File: src/rtl/asfdp_pkg.sv
package asfdp_pkg;

	localparam int unsigned SAMPLE_W = 16;
	localparam int unsigned LEVEL_W  = 12;
	localparam int unsigned ROOM_W   = 12;

	localparam logic [0:0] KIND_PUSH = 1'b0;
	localparam logic [0:0] KIND_TICK = 1'b1;

	// LCG step, and the same step applied twice folded into one multiply-add
	localparam logic [31:0] LCG_MUL  = 32'd1103515245;
	localparam logic [31:0] LCG_ADD  = 32'd12345;
	localparam logic [31:0] LCG_MUL2 = 32'(64'(LCG_MUL) * 64'(LCG_MUL));
	localparam logic [31:0] LCG_ADD2 = 32'(64'(LCG_ADD) * 64'(LCG_MUL) + 64'(LCG_ADD));

	localparam int unsigned DITHER_LSB = 20;
	localparam int unsigned DITHER_W   = 5;
	localparam logic [16:0] LEVEL_BIAS = 17'd31;
	localparam logic [12:0] LEVEL_CAP  = 13'd4096;

	typedef struct packed {
		logic push;    // push request taken this cycle
		logic tick;    // tick request taken this cycle
		logic finish;  // tick result goes to the output register
	} asfdp_cmd_t;

	typedef struct packed {
		logic out_free;  // output register empty or being drained
	} asfdp_stat_t;

endpackage

File: src/rtl/asfdp_ctrl.sv
module asfdp_ctrl import asfdp_pkg::*; (
	input  logic        clk,
	input  logic        arst_n,
	input  logic        in_valid,
	input  logic        kind,
	output logic        in_ready,
	input  asfdp_stat_t stat,
	output asfdp_cmd_t  cmd
);
	typedef enum logic [1:0] {
		ST_IDLE   = 2'b01,
		ST_FINISH = 2'b10
	} asfdp_state_t;

	asfdp_state_t state_q, state_d;
	logic         take;

	assign in_ready   = (state_q == ST_IDLE) && stat.out_free;
	assign take       = in_valid && in_ready;
	assign cmd.push   = take && (kind == KIND_PUSH);
	assign cmd.tick   = take && (kind == KIND_TICK);
	assign cmd.finish = (state_q == ST_FINISH) && stat.out_free;

	always_comb begin
		state_d = state_q;
		unique case (state_q)
			ST_IDLE: begin
				if (cmd.tick) state_d = ST_FINISH;
			end
			ST_FINISH: begin
				if (stat.out_free) state_d = ST_IDLE;
			end
			default: state_d = ST_IDLE;
		endcase
	end

	always_ff @(posedge clk or negedge arst_n) begin
		if (!arst_n) begin
			state_q <= ST_IDLE;
		end else begin
			state_q <= state_d;
		end
	end
endmodule

File: config.mk
export PLATFORM = sky130hd
export DESIGN_NAME = asfdp_ctrl
export DESIGN_NICKNAME = d
export VERILOG_FILES = /design/src/rtl/asfdp_pkg.sv /design/src/rtl/asfdp_ctrl.sv
export SDC_FILE = /design/constraint.sdc
export NUM_CORES = 1
export LEC_CHECK = 0
export ABC_CLOCK_PERIOD_IN_PS = 1100
export BUFFER_PORTS_ARGS = -buffer_cell sky130_fd_sc_hd__buf_2
export CAP_MARGIN = 15
export CORE_AREA = 2 2 39 41
export DETAILED_ROUTE_END_ITERATION = 10
export DIE_AREA = 0 0 41 43
export PLACE_DENSITY = 0.3
export RECOVER_POWER = 100
export SYNTH_ARGS = -nofsm -noshare
export SYNTH_HDL_FRONTEND = slang
export SYNTH_SLANG_ARGS = --single-unit
File: constraint.sdc
create_clock -name clk -period 1.1 [get_ports clk]
set_input_delay 0.22 -clock clk [delete_from_list [all_inputs] [get_ports clk]]
set_output_delay 0.22 -clock clk [all_outputs]
set_load 0.005 [all_outputs]
==> results by group <==
STA
  • Setup slack after layout: -0.305 ns
  • Final Cycle Share: 1.28
  • RSZ-0062 raised after global routing: true
  • Fin. max-slew vios: 0
  • Rel. slew slack: 0.837
  • Clock Skews: 0.00649 ns
  • Worst-Margin Slew: 0.244 ns
  • Tmin final: 1.40 ns
  • Final hold violation count: 0
  • Final hold slack: 0.206 ns
  • Fmax: 0.712 GHz
  • TNS Setup: -1.12 ns
  • Final setup vio count: 4

Cells and area
  • Max reg flops: 2
  • Largest Register: state_q
  • Area Overhead vs Synth: 89.5%
  • FILL cells: 158
  • ANT cells: 0
  • Layout cells sized above 1: 0.625
  • Largest registers: state_q (2)
  • NumNets Final: 30
  • Final Instance Count excl. Fillers: 40
  • Finished Cell Area: 225 µm²

Power
  • Sw Share: 0.206
  • Pwr dens: 1330 mW/mm²
  • Internal power: 0.000237 W
  • Sw Pwr: 0.0000616 W
  • Leak pwr: 0.116 nW
  • Clock power frac: 0.599
  • Logic pwr share: 0.133
  • Total Power: 0.000299 W
  • Sequential power share: 0.268
  • Peak supply drop: 0.000425 V

Place
  • Placed Instances: 35
  • Final Wtd Congestion: 0.464
  • DP Area: 183 µm²
  • Port Buffers: 8

Synth
  • Register bit total from synthesis: 2
  • Area leader, netlist: dfstp_2
  • Post-Synth XOR/XNOR Area: 0
  • Mux contribution to synthesized area: 0
  • Post-Synth Simple-Gate Area: 0.347
  • Syn Area/Cell: 11.9 µm²
  • Syn Inst Count: 10
  • Synth cell types: 9
  • Ys async rst share: 1.00
  • Share of the synthesized area in the top cell type: 0.221
  • Most numerous cell in the Yosys netlist: and3b_1
  • Synthesis Warnings: 0
  • Compound-Gate Fraction of Synth Area: 0.126
  • Post-synthesis adder-cell area fraction: 0
  • Top cells by area, synth: dfstp_2, dfrtp_1, and3b_1, buf_6, and3b_2
  • Syn_nets: 15
  • Top FF cell, synth: dfstp_2
  • Main combinational cell family by area after synthesis: simple AND/OR/NAND/NOR gates
  • EDFF count, synth: 0
  • Cell area after synthesis: 119 µm²
  • Post-synthesis sequential area ratio: 0.432

Worst setup path
  • Worst stage delay on the critical path: 0.51 ns
  • Flop2flop setup slack: 0.09 ns
  • Worst path slowest cell: dfstp_2
  • Crit path launch type: flip-flop
  • Arr. time, crit path: 1.18 ns
  • Crit Path Category: reg2out
  • CP max FO: 3
  • Worst-path cell chain: and3b_2 -> and3b_1 -> buf_2
  • Worst path required time: 0.88 ns
  • Setup crit end kind: output pin

Clock tree
  • CTS sink count: 2
  • Post-CTS Setup Bufs: 0
  • Clock-pin slew on the worst setup and hold paths: 0.03 ns
  • CTS tree: yes
  • Clk_lat worst skew: 0.23 ns
  • Clk buf depth: 2
  • Root buffer cell: clkbuf_4
  • CTS buffer count: 3
  • # H-tree levels: 1

Routing
  • Final ANT Viol Nets: 0
  • Vias per inst: 3.43
  • Post-route DRC: 0
  • WL/cell: 7.28 µm
  • Routed Wire Length: 291 µm
  • DRT Pass-1 Iters: 1
  • DRT iter0 DRCs: 0
  • Vias: 137

GRT
  • Most used routing layer in global routing: met2
  • Met2 usage: 0.0438
  • Global Route met1 Usage: 0.0386
  • Largest net degree at the start of global routing: 5
  • Gr usage total: 0.0351
  • Vias in the first global route: 112
  • First-pass GRT wire length: 393 µm
  • Routing usage on met3: 0.0157
  • Initial antenna violation count: 0
  • Gr ovfl total: 0

Floorplanning
  • Vert. Die Dim: 43 µm
  • Top-Level Pins: 9
  • Die Wd: 41 µm
  • Core area: 0.00138 mm²
  • Standard-cell rows: 14
  • Starting Density: 0.0859
  • Die area: 0.00176 mm²

Run
  • Max-Cap Viols: 0

Hold path
  • Tightest Hold Check Type: in2reg

Run status
  • Violated checks: negative setup slack
  • Outcome: complete, but fails checks
-- layout by cell type, fill, tap and decap left out --
cell type	instances
a31o_1	1
a31oi_1	1
and3_1	1
and3b_1	1
and3b_2	2
buf_2	6
buf_4	2
buf_6	1
clkbuf_1	2
clkbuf_4	3
dfrtp_1	1
dfstp_2	1
dlygate4sd3_1	1
nor3b_1	1
-- metal layers --
metal,vias to the layer above,wire length [µm],part of all wire
li1,67,-,-
met1,63,124,0.43
met2,7,127,0.44
met3,0,40,0.14
met4,0,0,0
met5,-,0,0
-- power groups by stage --
stage                     clock (W)  sequential, W  combinational [W]
after global placement            0      0.0000808          0.0000361
after detailed placement          0      0.0000808          0.0000369
after CTS                  0.000189      0.0000800          0.0000399
after global routing       0.000200      0.0000808          0.0000443
final                      0.000179      0.0000801          0.0000397
after floorplan                   0      0.0000808          0.0000182
-- worst paths after layout --
path                       cells past startpoint         end  startpoint
max                                            3      cmd[2]  state_q[0]
min                                            2  state_q[0]    in_valid
max reg2reg                                    3  state_q[1]  state_q[1]
min reg2reg                                    2  state_q[0]  state_q[1]
max in group asynchronous                      2  state_q[0]      arst_n
min in group asynchronous                      2  state_q[1]      arst_n
-- cells by family (layout without fill, tap and decap cells) --
| family | after synthesis | after routing |
|---|---|---|
| and+or+nand+nor | 5 | 5 |
| AOI/OAI and AO/OA | 2 | 2 |
| DFF | 2 | 2 |
| buffers and inverters | 1 | 15 |
-- repair_timing --
item                                    CTS  global route
pin swaps                                 0             1
hold buffers                              1             0
resized for setup                         0             2
endpoints found under the hold margin     2             0
endpoints found under the setup margin    4             4
-- through the flow --
stage	util	setup slack, ns
6_report	0.163	-0.305
5_1_grt	0.163	-0.356
4_1_cts	0.158	-0.311
3_5_place_dp	0.132	-0.0717
3_3_place_gp	0.132	-0.0645
2_1_floorplan	-	-0.0482
-- critical path, delay by kind of cell (launching register included) --
family | cells | cell delay [ns]
buffers and inverters | 1 | 0.10
DFF | 1 | 0.51
and+or+nand+nor | 2 | 0.35
-- layout make-up --
cell class | count | area [µm²] | area share
Timing Repair Buffer | 11 | 70.1 | 0.311
Multi-Input combinational cell | 7 | 57.6 | 0.256
Sequential cell | 2 | 51.3 | 0.228
Clock buffer | 4 | 26.3 | 0.117
Tap cell | 16 | 20.0 | 0.0889
Power figures use the tool's default switching activity.
